===== config.mk =====
export PLATFORM = sky130hd
export DESIGN_NAME = iib_queue
export DESIGN_NICKNAME = d
export VERILOG_FILES = /design/src/hw/rtl/assert_macros.svh /design/src/hw/rtl/iib_pkg.sv /design/src/hw/rtl/iib_queue.sv
export SDC_FILE = /design/constraint.sdc
export NUM_CORES = 1
export LEC_CHECK = 0
export BUFFER_PORTS_ARGS = -buffer_cell sky130_fd_sc_hd__buf_2
export CORE_ASPECT_RATIO = 2
export CORE_MARGIN = 4
export CORE_UTILIZATION = 24
export CTS_CLUSTER_DIAMETER = 200
export DETAILED_ROUTE_END_ITERATION = 8
export SLEW_MARGIN = 20
export SYNTH_ARGS = -nofsm -noshare
export SYNTH_HDL_FRONTEND = slang
export SYNTH_SLANG_ARGS = --single-unit

===== constraint.sdc =====
create_clock -name clk_i -period 5.4 [get_ports clk_i]
set_clock_uncertainty 0.15 [all_clocks]
set_input_delay 0.54 -clock clk_i [delete_from_list [all_inputs] [get_ports clk_i]]
set_output_delay 0.54 -clock clk_i [all_outputs]
set_load 0.01 [all_outputs]

===== src/hw/rtl/assert_macros.svh =====
// assertion macros shared by the rtl
`ifndef ASSERT_MACROS_SVH
`define ASSERT_MACROS_SVH

// checked at every rising edge outside reset
`define IIB_ASSERT(lbl, prop) \
  lbl: assert property (@(posedge clk_i) disable iff (!rst_ni) (prop)) \
    else $error("iib assertion failed");

// checked at every rising edge, reset included
`define IIB_ASSERT_ALWAYS(lbl, prop) \
  lbl: assert property (@(posedge clk_i) (prop)) \
    else $error("iib assertion failed");

`endif


===== src/hw/rtl/iib_pkg.sv =====
// constants, codes and types of the inverted index builder
package iib_pkg;

  localparam int unsigned WORD_SLOTS = 1024;
  localparam int unsigned LIST_DEPTH = 128;
  localparam int unsigned DOC_BITS   = 16;

  localparam int unsigned SLOT_W = $clog2(WORD_SLOTS);
  localparam int unsigned IDX_W  = $clog2(LIST_DEPTH);
  localparam int unsigned LEN_W  = IDX_W + 1;
  localparam int unsigned CNT_W  = $clog2(WORD_SLOTS + 1);
  localparam int unsigned ADDR_W = SLOT_W + IDX_W;

  // port field widths
  localparam int unsigned WORD_FW   = 11;
  localparam int unsigned DOC_FW    = 16;
  localparam int unsigned POS_FW    = 7;
  localparam int unsigned STATUS_FW = 3;
  localparam int unsigned LEN_FW    = 8;
  localparam int unsigned CNT_FW    = 11;

  localparam logic KIND_ADD  = 1'b0;
  localparam logic KIND_READ = 1'b1;

  typedef enum logic [STATUS_FW-1:0] {
    ST_APPENDED = 3'd0,
    ST_PRESENT  = 3'd1,
    ST_FULL     = 3'd2,
    ST_BAD_WORD = 3'd3,
    ST_READ_OK  = 3'd4,
    ST_BEYOND   = 3'd5
  } status_e;

  // classified request handed from front to back
  typedef struct packed {
    logic                kind;
    logic                bad;
    logic [SLOT_W-1:0]   slot;
    logic [DOC_BITS-1:0] doc;
    logic [POS_FW-1:0]   pos;
  } cmd_t;

endpackage


===== src/hw/rtl/iib_queue.sv =====
// two-entry queue of classified requests between front and back
module iib_queue import iib_pkg::*; (
  input  logic clk_i,
  input  logic rst_ni,
  input  logic push_i,
  input  cmd_t cmd_i,
  output logic full_o,
  input  logic pop_i,
  output cmd_t head_o,
  output logic empty_o
);

  cmd_t       mem_q [2];
  logic       wr_q, wr_d, rd_q, rd_d;
  logic [1:0] cnt_q, cnt_d;

  assign full_o  = (cnt_q == 2'd2);
  assign empty_o = (cnt_q == 2'd0);
  assign head_o  = mem_q[rd_q];

  always_comb begin
    wr_d  = push_i ? ~wr_q : wr_q;
    rd_d  = pop_i ? ~rd_q : rd_q;
    cnt_d = cnt_q + 2'(push_i) - 2'(pop_i);
  end

  always_ff @(posedge clk_i or negedge rst_ni) begin
    if (!rst_ni) begin
      wr_q  <= 1'b0;
      rd_q  <= 1'b0;
      cnt_q <= 2'd0;
    end else begin
      wr_q  <= wr_d;
      rd_q  <= rd_d;
      cnt_q <= cnt_d;
    end
  end

  always_ff @(posedge clk_i) begin
    if (push_i) begin
      mem_q[wr_q] <= cmd_i;
    end
  end

endmodule


==> flow_metrics.tcl <==
set metrics [dict create \
    startpoint_type "flip-flop" \
    syn_inst 124 \
    synth_top_area_frac 0.7317 \
    synthDistinctLibCells 13 \
    dpl.hpwl_um 3496 \
    drc_errors 0 \
    start_util 0.2455 \
    die-area_sq_mm 0.01389 \
    firstDrtPassIters 3 \
    dieHeight_um 162.7 \
    status "completed" \
    cp.required_ns 4.71 \
    ant_nets 0 \
    ys_seq_area_frac 0.7666 \
    power_switching_share 0.2722 \
    antenna_found_initial 2 \
    clockBufferDepth 2 \
    cts_tree "built" \
    grt_pass1_vias 1443 \
    synth_top_area_cell "edfxtp_1" \
    crit_slowest_cell "dfrtp_4" \
    critPathTopFamily "flip-flops" \
    combPwrFrac 0.262 \
    grtUsageTotal 0.08006 \
    max_slew_margin 0.3771 \
    fin_crit_sh 0.4527 \
    synth.area.top_cells "edfxtp_1, mux2_4, dfrtp_1, mux2_2, buf_12" \
    max_freq_mhz 409.0 \
    ys_ff_latch 74 \
    critical_path_class "flip-flop to output pin" \
    h-tree-depth 3 \
    power_leakage_nw 1.476 \
    syn-num-nets 165 \
    totalNegativeSetupSlack_ns 0 \
    syn2layout_area_growth_pct 28.40 \
    period_minus_slack_ns 2.445 \
    vias_per_cell 3.827 \
    clkTransAtPathRegs_ns 0.06 \
    p_int_mw 1.421 \
    cts_buffers 9 \
    row_count 56 \
    drive_gt1_frac 0.5962 \
    setup_slack_ns 2.955 \
    cp_cell_sequence "mux2_2 > buf_2" \
    port-buffer-count 75 \
    synth.cell_area_sq_mm 0.002873 \
    ctsResizeCount 0 \
    grt_max_degree 37 \
    power_frac_clock 0.291 \
    holdWs_ns 0.2520 \
    setup_violations 0 \
    max-cap-violations 0 \
    vias 1370 \
    final_hold_viol_count 0 \
    cts_sinks 74 \
    cp_max_fo 36 \
    slew_viol_final 0 \
    p_per_area_mw_per_mm2 529.4 \
    routabilityCongestion 0.6514 \
    avgSynthCellArea_sq_um 23.17 \
    root_buffer "clkbuf_16" \
    vdd_drop_max_v 0.0003416 \
    ys_warn_count 0 \
    initialDrtViolationCount 70 \
    crit_path_end_kind "output pin" \
    clock_latency_ns 0.32 \
    pwr-share-seq 0.447 \
    place_ws_ns 2.992 \
    ff2ff_setup_slack_ns 3.65 \
    nNetsFinal 249 \
    wl_um 5300 \
    die_w_um 85.36 \
    p_sw_mw 0.5315 \
    hold_path_class "input pin to flip-flop" \
    overflow 0 \
    boundaryPins 76 \
    rsz0062_at_grt "false" \
    max_stage_delay_ns 0.87 \
    grt_pass1_wl_um 7900 \
    critPathBufInv 1 \
    cp_data_arrival_time_ns 1.75 \
    worstMarginPinSlew_ns 0.9344 \
    antenna_cells 0 \
    wl_per_cell_um 14.80 \
    core_sq_mm 0.01170 \
]
[metal layers]
layer	track usage	share of wire	wire length, um
met2	0.1402	0.56	2975
met5	0	0.0051	27
met1	0.07502	0.35	1851
met4	0.05187	0.029	153
met3	0.03241	0.055	291
[Yosys cell counts]
master	instances
mux2_2	6
inv_1	2
nor2_1	1
xor2_1	2
mux2_4	29
xor3_1	1
buf_12	3
and2_1	1
edfxtp_1	70
buf_6	1
dfrtp_1	4
ha_1	2
nor2b_1	2
[flip-flops by register name, summed over array words and instances, names as in the netlist]
| name | count |
|---|---|
| rd_q | 1 |
| mem_q | 70 |
| cnt_q | 2 |
| wr_q | 1 |
[logic make-up (layout without fill, tap and decap cells)]
kind of cell,count (synthesis),count (layout),synth area share
XOR/XNOR,3,3,0.01437
multiplexers,35,35,0.1751
adder cells (fa/ha/maj),2,2,0.008709
flip-flops,74,74,0.7666
buffers and inverters,6,95,0.02744
AND/OR/NAND/NOR,4,4,0.007839
[cell type report]
type | instances | area [sq um]
tap | 145 | 181.4
timing repair buffer | 77 | 405.4
clock inverter | 5 | 55.05
sequential | 74 | 2206
fill | 1127 | 8013
inverter | 2 | 7.507
multi-input combinational | 44 | 600.6
clock buffer | 11 | 232.7
[cell usage in the layout (no fill, tap or decap)]
cell type / Yosys / layout
clkbuf_1: 0 / 2
xor2_1: 2 / 2
nor2_1: 1 / 1
bufinv_16: 0 / 1
mux2_2: 6 / 6
buf_2: 0 / 75
buf_12: 3 / 1
dfrtp_4: 0 / 1
dlygate4sd3_1: 0 / 1
xor3_1: 1 / 1
inv_1: 2 / 2
clkinv_4: 0 / 1
clkbuf_16: 0 / 9
clkinv_2: 0 / 1
and2_2: 0 / 1
edfxtp_1: 70 / 70
nor2b_1: 2 / 1
clkinv_1: 0 / 1
clkinvlp_4: 0 / 1
mux2_4: 29 / 29
dfrtp_1: 4 / 3
nor2b_4: 0 / 1
ha_1: 2 / 2
[power by group through the flow]
stage	registers (mW)	logic (mW)	clock network [mW]
6_report	0.873	0.511	0.568
5_1_grt	0.894	0.551	0.613
4_1_cts	0.878	0.524	0.586
3_5_place_dp	0.890	0.522	0
3_3_place_gp	0.882	0.519	0
2_1_floorplan	0.805	0.451	0
[path summary, 6_finish.rpt]
check                      startpoint      endpoint  depth (start not counted)
max                              rd_q     head_o[2]                          2
min                         cmd_i[18]  mem_q[1][18]                          1
max reg2reg                      wr_q  mem_q[1][11]                          1
min reg2reg                      wr_q          wr_q                          1
max in group asynchronous      rst_ni          rd_q                          2
min in group asynchronous      rst_ni          wr_q                          2
[through the flow]
stage	util	cell area [sq um]	total power [mW]	std cells
6_report	0.3152	3689	1.953	358
5_1_grt	0.3152	3689	2.057	358
4_1_cts	0.3133	3666	1.988	357
3_5_place_dp	0.2879	3368	1.412	340
3_3_place_gp	0.2879	3368	1.401	340
2_1_floorplan	-	2873	1.256	124
[repair_timing]
action,4_1_cts,5_1_grt
setup buffers,0,0
hold buffers,1,0
hold endpoints to repair,4,0
Power figures use the tool's default switching activity.
