### src/hw/rtl/assert_macros.svh
// assertion macros shared by the rtl
`ifndef ASSERT_MACROS_SVH
`define ASSERT_MACROS_SVH

// checked at every rising edge outside reset
`define IIB_ASSERT(lbl, prop) \
  lbl: assert property (@(posedge clk_i) disable iff (!rst_ni) (prop)) \
    else $error("iib assertion failed");

// checked at every rising edge, reset included
`define IIB_ASSERT_ALWAYS(lbl, prop) \
  lbl: assert property (@(posedge clk_i) (prop)) \
    else $error("iib assertion failed");

`endif

### src/hw/rtl/iib_pkg.sv
// constants, codes and types of the inverted index builder
package iib_pkg;

  localparam int unsigned WORD_SLOTS = 1024;
  localparam int unsigned LIST_DEPTH = 128;
  localparam int unsigned DOC_BITS   = 16;

  localparam int unsigned SLOT_W = $clog2(WORD_SLOTS);
  localparam int unsigned IDX_W  = $clog2(LIST_DEPTH);
  localparam int unsigned LEN_W  = IDX_W + 1;
  localparam int unsigned CNT_W  = $clog2(WORD_SLOTS + 1);
  localparam int unsigned ADDR_W = SLOT_W + IDX_W;

  // port field widths
  localparam int unsigned WORD_FW   = 11;
  localparam int unsigned DOC_FW    = 16;
  localparam int unsigned POS_FW    = 7;
  localparam int unsigned STATUS_FW = 3;
  localparam int unsigned LEN_FW    = 8;
  localparam int unsigned CNT_FW    = 11;

  localparam logic KIND_ADD  = 1'b0;
  localparam logic KIND_READ = 1'b1;

  typedef enum logic [STATUS_FW-1:0] {
    ST_APPENDED = 3'd0,
    ST_PRESENT  = 3'd1,
    ST_FULL     = 3'd2,
    ST_BAD_WORD = 3'd3,
    ST_READ_OK  = 3'd4,
    ST_BEYOND   = 3'd5
  } status_e;

  // classified request handed from front to back
  typedef struct packed {
    logic                kind;
    logic                bad;
    logic [SLOT_W-1:0]   slot;
    logic [DOC_BITS-1:0] doc;
    logic [POS_FW-1:0]   pos;
  } cmd_t;

endpackage

### src/hw/rtl/iib_if.sv
// request and result channel interfaces
interface iib_in_if;
  import iib_pkg::*;
  logic               valid;
  logic               ready;
  logic               kind;
  logic [WORD_FW-1:0] word_number;
  logic [DOC_FW-1:0]  doc_number;
  logic [POS_FW-1:0]  entry_position;

  modport source (output valid, kind, word_number, doc_number, entry_position,
                  input ready);
  modport sink (input valid, kind, word_number, doc_number, entry_position,
                output ready);
endinterface


### src/hw/rtl/iib_front.sv
// front end: takes requests and classifies the word number
module iib_front import iib_pkg::*; (
  iib_in_if.sink in_i,
  input  logic   clearing_i,
  input  logic   q_full_i,
  output logic   push_o,
  output cmd_t   cmd_o
);

  logic bad;

  assign in_i.ready = !q_full_i && !clearing_i;
  assign push_o     = in_i.valid && in_i.ready;

  assign bad = (in_i.word_number == '0) ||
               (in_i.word_number > WORD_FW'(WORD_SLOTS));

  always_comb begin
    cmd_o.kind = in_i.kind;
    cmd_o.bad  = bad;
    // one-based word number to zero-based slot
    cmd_o.slot = SLOT_W'(in_i.word_number - WORD_FW'(1));
    cmd_o.doc  = DOC_BITS'(in_i.doc_number);
    cmd_o.pos  = in_i.entry_position;
  end

endmodule

### src/flat_wrapper.sv
// flat-port wrapper written by rule: the top's interface ports become plain ports
module iib_front_flat import iib_pkg::*;
  (clearing_i, q_full_i, push_o, cmd_o, in_i_valid, in_i_kind, in_i_word_number, in_i_doc_number, in_i_entry_position, in_i_ready);
  iib_in_if in_i_i ();
  input  logic clearing_i;
  input  logic q_full_i;
  output logic push_o;
  output cmd_t cmd_o;
  input wire logic [$bits(in_i_i.valid)-1:0] in_i_valid;
  input wire logic [$bits(in_i_i.kind)-1:0] in_i_kind;
  input wire logic [$bits(in_i_i.word_number)-1:0] in_i_word_number;
  input wire logic [$bits(in_i_i.doc_number)-1:0] in_i_doc_number;
  input wire logic [$bits(in_i_i.entry_position)-1:0] in_i_entry_position;
  output wire logic [$bits(in_i_i.ready)-1:0] in_i_ready;
  assign in_i_i.valid = in_i_valid;
  assign in_i_i.kind = in_i_kind;
  assign in_i_i.word_number = in_i_word_number;
  assign in_i_i.doc_number = in_i_doc_number;
  assign in_i_i.entry_position = in_i_entry_position;
  assign in_i_ready = in_i_i.ready;
  iib_front u_core (.in_i(in_i_i), .clearing_i(clearing_i), .q_full_i(q_full_i), .push_o(push_o), .cmd_o(cmd_o));
endmodule
### config.mk
export PLATFORM = sky130hd
export DESIGN_NAME = iib_front_flat
export DESIGN_NICKNAME = d
export VERILOG_FILES = /design/src/hw/rtl/assert_macros.svh /design/src/hw/rtl/iib_pkg.sv /design/src/hw/rtl/iib_if.sv /design/src/hw/rtl/iib_front.sv /design/src/flat_wrapper.sv
export SDC_FILE = /design/constraint.sdc
export NUM_CORES = 1
export LEC_CHECK = 0
export BUFFER_PORTS_ARGS = -buffer_cell sky130_fd_sc_hd__buf_2
export CAP_MARGIN = 25
export CORE_MARGIN = 2
export CORE_UTILIZATION = 24
export DETAILED_ROUTE_END_ITERATION = 12
export PLACE_DENSITY = 0.77
export SLEW_MARGIN = 20
export SYNTH_ARGS = -nofsm -noshare
export SYNTH_HDL_FRONTEND = slang
export SYNTH_SLANG_ARGS = --single-unit
### constraint.sdc
create_clock -name vclk -period 1.17
set_input_delay 0.0585 -clock vclk [all_inputs]
set_output_delay 0.0585 -clock vclk [all_outputs]
set_load 0.005 [all_outputs]
==> results of run 1 <==
[cell usage after synthesis (all sizes together)]
cell type	count	area [sq um]
or4b	1	13.8
and2	1	6.26
o41ai	1	8.76
xor2	6	52.6
nor2	3	11.3
o31ai	2	15.0
inv	4	15.0
or4	2	22.5
ha	1	12.5
buf	25	188
nand2	2	7.51
nor3	2	20.0
nor4	1	12.5
o21ai	1	5.00
[kinds of logic (layout without fill, tap and decap cells)]
logic type,after synthesis,after routing,share of synthesized area (%)
buffers and inverters,29,39,51.9
adder cells (fa/ha/maj),1,1,3.20
XOR/XNOR,6,6,13.5
AO/OA/AOI/OAI,4,4,7.37
AND/OR/NAND/NOR,12,12,24.0
[critical path, cell delays in order]
cell                      delay (ns)
sky130_fd_sc_hd__buf_12         0.11
sky130_fd_sc_hd__inv_12         0.04
sky130_fd_sc_hd__ha_4           0.11
sky130_fd_sc_hd__or4b_4         0.51
sky130_fd_sc_hd__o41ai_2        0.21
sky130_fd_sc_hd__o21ai_1        0.10
sky130_fd_sc_hd__buf_2          0.13
[what timing repair did]
item                                    in CTS  in global routing
hold endpoints to repair                     0                  0
endpoints found under the setup margin       6                  6
buffers inserted                             2                  0
pin swaps                                    5                  1
resized for setup                           14                  1
[through the flow]
stage,setup TNS [ns],worst slack [ns],util [%]
floorplan,-0.0439,-0.0439,-
global placement,-1.12,-0.246,28.9
detailed placement,-1.20,-0.273,28.9
CTS,-0.677,-0.150,34.3
global route,-1.05,-0.237,34.6
finish,-0.700,-0.174,34.6
[power by group through the flow]
stage / clock, mW / combinational (mW) / sequential [mW]
after floorplan: 0 / 0.113 / 0
after global placement: 0 / 0.131 / 0
after detailed placement: 0 / 0.133 / 0
after CTS: 0 / 0.160 / 0
after global routing: 0 / 0.177 / 0
final: 0 / 0.161 / 0
[worst paths after layout]
kind                           startpoint        end  slack [ns]  cells past startpoint
worst max-delay path  in_i_word_number[1]  cmd_o[31]       -0.17                      7
worst min-delay path   in_i_doc_number[5]  cmd_o[12]        0.12                      0
[area by class of cell]
class | count | area share [%]
multi-input combinational | 23 | 44.8
timing repair buffer | 35 | 43.8
inverter | 4 | 7.58
tap | 16 | 3.79
[layer usage]
metal  global-route usage, %  up-vias  part of all wire (%)
li1                        -      170                     -
met1                    10.0      157                    33
met2                    18.5       40                    50
met3                    2.86        2                    16
met4                   0.606        0                  0.67
met5                       0        -                     0
==> metrics.txt, run 1 <==
# TYPE chip_impl_metric gauge
chip_impl_metric{name="final_cell_area",unit="sq um"} 528
chip_impl_metric{name="gr-total-overflow",unit=""} 0
chip_impl_metric{name="slew_headroom",unit="%"} 84.9
chip_impl_info{name="rsz_0062_raised_after_global_routing",value="yes"} 1
chip_impl_metric{name="drt_first_pass_iters",unit=""} 4
chip_impl_metric{name="dpl_cell_area",unit="sq um"} 440
chip_impl_info{name="run_status",value="finished with violations"} 1
chip_impl_info{name="worst_setup_path_category",value="in -> out"} 1
chip_impl_metric{name="vdd_drop_max",unit="mV"} 0.133
chip_impl_metric{name="required",unit="ns"} 1.11
chip_impl_metric{name="cap_violations",unit=""} 0
chip_impl_metric{name="power_per_cell_area",unit="mW/mm^2"} 306
chip_impl_metric{name="io_pins",unit=""} 75
chip_impl_metric{name="clock_share_of_power",unit="%"} 0
chip_impl_metric{name="timing.hold.ws",unit="ns"} 0.117
chip_impl_metric{name="maxClockFrequency",unit="MHz"} 744
chip_impl_metric{name="post-dp-hpwl",unit="um"} 695
chip_impl_metric{name="postLayoutSetupSlackWorst",unit="ns"} -0.174
chip_impl_metric{name="design.final.nets",unit=""} 103
chip_impl_metric{name="worstPathArrival",unit="ns"} 1.29
chip_impl_metric{name="syn-instance-count",unit=""} 52
chip_impl_metric{name="first_global_vias",unit=""} 344
chip_impl_metric{name="clock_buffer_count",unit=""} 0
chip_impl_metric{name="setup-violations-final",unit=""} 6
chip_impl_metric{name="globalRouteTotalUtil",unit="%"} 9.38
chip_impl_metric{name="min_period",unit="ns"} 1.34
chip_impl_info{name="layout.cells.most_common",value="sky130_fd_sc_hd__buf_2"} 1
chip_impl_metric{name="syn2layout_area_growth",unit="%"} 35.3
chip_impl_metric{name="drv_slew",unit=""} 0
chip_impl_metric{name="critPathMaxFanout",unit=""} 5
chip_impl_info{name="timing.hold.worst.class",value="in -> out"} 1
chip_impl_metric{name="route.vias.total",unit=""} 369
chip_impl_metric{name="dp_cells",unit=""} 76
chip_impl_metric{name="pin_count_of_the_biggest_net_entering_global_routing",unit=""} 6
chip_impl_metric{name="placement.io_buffers",unit=""} 27
chip_impl_metric{name="syn_avg_cell_area",unit="sq um"} 7.51
chip_impl_metric{name="area_inside_the_core_boundary",unit="sq mm"} 0.00152
chip_impl_metric{name="final_layout_size_suffix_gt1_share",unit="%"} 74.2
chip_impl_metric{name="pwr-share-comb",unit="%"} 100.0
chip_impl_metric{name="worst_slew_pin_slew",unit="ns"} 0.224
chip_impl_info{name="violations",value="setup timing"} 1
chip_impl_metric{name="antennaDiodeCount",unit=""} 0
chip_impl_info{name="crit_path_start_kind",value="input pin"} 1
chip_impl_metric{name="yosys_warnings",unit=""} 0
chip_impl_metric{name="total_leakage_power",unit="nW"} 0.278
chip_impl_metric{name="p_int",unit="mW"} 0.0890
chip_impl_metric{name="synth_area",unit="sq um"} 390
chip_impl_metric{name="filler_cell_count",unit=""} 174
chip_impl_metric{name="drt-vias-per-instance",unit=""} 4.73
chip_impl_metric{name="ys_types",unit=""} 14
chip_impl_metric{name="regArea",unit="sq um"} 0
chip_impl_metric{name="initial_core_util",unit="%"} 25.6
chip_impl_metric{name="postRouteWirelength",unit="um"} 892
chip_impl_metric{name="power.net_switching",unit="mW"} 0.0724
chip_impl_metric{name="gp_congestion",unit=""} 0.698
chip_impl_metric{name="post_drt_wl_per_cell",unit="um"} 11.4
chip_impl_metric{name="layout_cells_excl_fill",unit=""} 78
chip_impl_info{name="crit_path_end_kind",value="primary output"} 1
chip_impl_metric{name="cts_hold_repair.buffers",unit=""} 0
chip_impl_metric{name="flops_and_latches",unit=""} 0
chip_impl_metric{name="detail_route.drc_violations",unit=""} 0
chip_impl_metric{name="multi_input_combinational_cell_area",unit="sq um"} 236
chip_impl_metric{name="power_switching_share",unit="%"} 44.9
chip_impl_metric{name="postSynthNetCount",unit=""} 91
chip_impl_metric{name="grt_first_pass_wirelength",unit="um"} 1440
chip_impl_metric{name="rows",unit=""} 14
chip_impl_metric{name="dieArea",unit="sq mm"} 0.00197
chip_impl_metric{name="die_height",unit="um"} 44.3
chip_impl_metric{name="seqPwrFrac",unit="%"} 0
chip_impl_metric{name="grt_antenna_before_repair",unit=""} 0
chip_impl_metric{name="finalHoldViolCount",unit=""} 0
chip_impl_metric{name="drtAntennaViolNets",unit=""} 0
chip_impl_metric{name="drt_iter0_drc",unit=""} 2
chip_impl_metric{name="seq_area_frac_synth",unit="%"} 0
chip_impl_info{name="layout.cells.most_common_list",value="24 x sky130_fd_sc_hd__buf_2, 8 x sky130_fd_sc_hd__buf_4, 6 x sky130_fd_sc_hd__xor2_1"} 1
chip_impl_metric{name="x_dimension_of_the_die",unit="um"} 44.3
chip_impl_metric{name="total_power",unit="mW"} 0.161
chip_impl_metric{name="min_period_over_period",unit="%"} 115
Power figures use the tool's default switching activity.
==> inputs of run 2 (changes only) <==
--- a/config.mk
+++ b/config.mk
@@ -10,6 +10,7 @@
 export CORE_MARGIN = 2
 export CORE_UTILIZATION = 24
 export DETAILED_ROUTE_END_ITERATION = 12
+export GPL_TIMING_DRIVEN = 0
 export PLACE_DENSITY = 0.77
 export SLEW_MARGIN = 20
 export SYNTH_ARGS = -nofsm -noshare
==> run 2 against run 1 <==
The flow still finishes with violations (setup timing); routed wire length increased by 32%; die area did not move; global-route usage up 1.2 points; clock-buffer cell count did not move; via count grew 37%; critical path depth stayed put; critical endpoint unchanged; highest routed layer is now met3.
==> metrics.txt, run 2 (synthesized netlist as in run 1, its figures left out) <==
# TYPE chip_impl_metric gauge
chip_impl_metric{name="slew_headroom",unit="%"} 85.9
chip_impl_metric{name="regArea",unit="sq um"} 0
chip_impl_metric{name="globalRouteTotalUtil",unit="%"} 10.6
chip_impl_metric{name="post_drt_wl_per_cell",unit="um"} 9.89
chip_impl_info{name="cell_family_with_most_cp_delay",value="simple AND/OR/NAND/NOR gates"} 1
chip_impl_metric{name="antennaDiodeCount",unit=""} 0
chip_impl_metric{name="clock_buffer_count",unit=""} 0
chip_impl_info{name="timing.hold.worst.class",value="in -> out"} 1
chip_impl_metric{name="timing.critical_path.buf_inv",unit=""} 3
chip_impl_metric{name="final_cell_area",unit="sq um"} 781
chip_impl_info{name="rsz_0062_raised_after_global_routing",value="yes"} 1
chip_impl_metric{name="filler_cell_count",unit=""} 158
chip_impl_metric{name="pin_count_of_the_biggest_net_entering_global_routing",unit=""} 6
chip_impl_metric{name="min_period_over_period",unit="%"} 114
chip_impl_metric{name="post-dp-hpwl",unit="um"} 946
chip_impl_metric{name="drv_slew",unit=""} 0
chip_impl_metric{name="finalHoldViolCount",unit=""} 0
chip_impl_info{name="run_status",value="finished with violations"} 1
chip_impl_metric{name="setup-violations-final",unit=""} 6
chip_impl_metric{name="maxClockFrequency",unit="MHz"} 747
chip_impl_metric{name="detail_route.drc_violations",unit=""} 0
chip_impl_metric{name="gp_congestion",unit=""} 0.668
chip_impl_metric{name="drt-vias-per-instance",unit=""} 4.26
chip_impl_metric{name="worst_slew_pin_slew",unit="ns"} 0.209
chip_impl_metric{name="final_layout_size_suffix_gt1_share",unit="%"} 85.4
chip_impl_metric{name="required",unit="ns"} 1.11
chip_impl_metric{name="io_pins",unit=""} 75
chip_impl_metric{name="postRouteWirelength",unit="um"} 1180
chip_impl_metric{name="drt_first_pass_iters",unit=""} 2
chip_impl_metric{name="hold_path_depth",unit=""} 2
chip_impl_metric{name="area_inside_the_core_boundary",unit="sq mm"} 0.00152
chip_impl_info{name="hold_path_end",value="cmd_o[7]"} 1
chip_impl_metric{name="vdd_drop_max",unit="mV"} 0.125
chip_impl_info{name="layout.cells.most_common",value="sky130_fd_sc_hd__buf_2"} 1
chip_impl_metric{name="x_dimension_of_the_die",unit="um"} 44.3
chip_impl_info{name="crit_path_end_kind",value="primary output"} 1
chip_impl_info{name="crit_path_start_kind",value="input pin"} 1
chip_impl_metric{name="timing.hold.ws",unit="ns"} 0.282
chip_impl_info{name="min_from",value="in_i_doc_number[0]"} 1
chip_impl_metric{name="placement.io_buffers",unit=""} 51
chip_impl_info{name="violations",value="setup timing"} 1
chip_impl_metric{name="multi_input_combinational_cell_area",unit="sq um"} 233
chip_impl_metric{name="syn2layout_area_growth",unit="%"} 100
chip_impl_metric{name="worstPathArrival",unit="ns"} 1.28
chip_impl_metric{name="grt_first_pass_wirelength",unit="um"} 1640
chip_impl_info{name="worst_setup_path_category",value="in -> out"} 1
chip_impl_metric{name="initial_core_util",unit="%"} 25.6
chip_impl_metric{name="route.vias.total",unit=""} 507
chip_impl_metric{name="cpPeakStageDelay",unit="ns"} 0.51
chip_impl_metric{name="dpl_cell_area",unit="sq um"} 703
chip_impl_metric{name="flops_and_latches",unit=""} 0
chip_impl_metric{name="grt_antenna_before_repair",unit=""} 0
chip_impl_metric{name="drt_iter0_drc",unit=""} 1
chip_impl_metric{name="postLayoutSetupSlackWorst",unit="ns"} -0.168
chip_impl_metric{name="cts_hold_repair.buffers",unit=""} 0
chip_impl_metric{name="cap_violations",unit=""} 0
chip_impl_metric{name="power_per_cell_area",unit="mW/mm^2"} 319
chip_impl_metric{name="rows",unit=""} 14
chip_impl_metric{name="total_leakage_power",unit="nW"} 0.449
chip_impl_info{name="layout.cells.most_common_list",value="46 x sky130_fd_sc_hd__buf_2, 26 x sky130_fd_sc_hd__buf_4, 6 x sky130_fd_sc_hd__xor2_1"} 1
chip_impl_info{name="critical-path-slowest-cell",value="sky130_fd_sc_hd__or4b_4"} 1
chip_impl_metric{name="die_height",unit="um"} 44.3
chip_impl_metric{name="design.final.nets",unit=""} 144
chip_impl_metric{name="critPathMaxFanout",unit=""} 5
chip_impl_metric{name="gr-total-overflow",unit=""} 0
chip_impl_metric{name="first_global_vias",unit=""} 402
chip_impl_metric{name="drtAntennaViolNets",unit=""} 0
chip_impl_metric{name="dieArea",unit="sq mm"} 0.00197
chip_impl_metric{name="min_period",unit="ns"} 1.34
chip_impl_info{name="cells_along_the_critical_path",value="buf_12, inv_12, ha_4, or4b_4, o41ai_2, o21ai_1, buf_2"} 1
[run 2: cell types whose count changed in the layout (fill, tap and decap cells not counted), sizes merged]
cell / previous run / this run
buf: 35 / 76
[run 2: metrics by stage]
step / total power [mW] / utilization, % / instances / worst slack [ns] / TNS, ns
CTS: 0.248 / 50.9 / 119 / -0.161 / -0.659
detailed placement: 0.225 / 46.1 / 119 / -0.380 / -1.35
global placement: 0.222 / 46.1 / 119 / -0.364 / -1.28
finish: 0.249 / 51.2 / 119 / -0.168 / -0.731
floorplan: 0.113 / - / 52 / -0.0439 / -0.0439
global route: 0.272 / 51.2 / 119 / -0.273 / -1.11
[run 2: repair_timing]
action | 4_1_cts | 5_1_grt
pin swaps | 6 | 0
resized for setup | 17 | 1
setup endpoints to repair | 6 | 6
buffers inserted | 1 | 0
endpoints found under the hold margin | 0 | 0
[run 2: layout make-up]
| type | count | share of cell area [%] |
|---|---|---|
| timing repair buffer | 52 | 39.4 |
| multi-input combinational | 23 | 29.8 |
| buffer | 24 | 23.1 |
| inverter | 4 | 5.13 |
| tap | 16 | 2.56 |
[run 2: per-layer routing]
layer	track usage [%]	routed length [um]
met5	0	0
met1	11.7	355
met4	0	0
met2	22.6	656
met3	0.408	164
[run 2: worst max path at each step]
| stage | from | to | slack (ns) | depth (start not counted) |
|---|---|---|---|---|
| detailed placement | in_i_word_number[1] | cmd_o[33] | -0.38 | 8 |
| floorplan | in_i_word_number[1] | cmd_o[33] | -0.04 | 6 |
| global route | in_i_word_number[1] | cmd_o[31] | -0.27 | 7 |
| global placement | in_i_word_number[1] | cmd_o[33] | -0.36 | 8 |
| finish | in_i_word_number[1] | cmd_o[31] | -0.17 | 7 |
| CTS | in_i_word_number[1] | cmd_o[31] | -0.16 | 7 |
[run 2: power by group]
group / switching, mW / internal, mW
Clock: 0 / 0
Combinational: 0.0947 / 0.154
Sequential: 0 / 0
Total: 0.0947 / 0.154
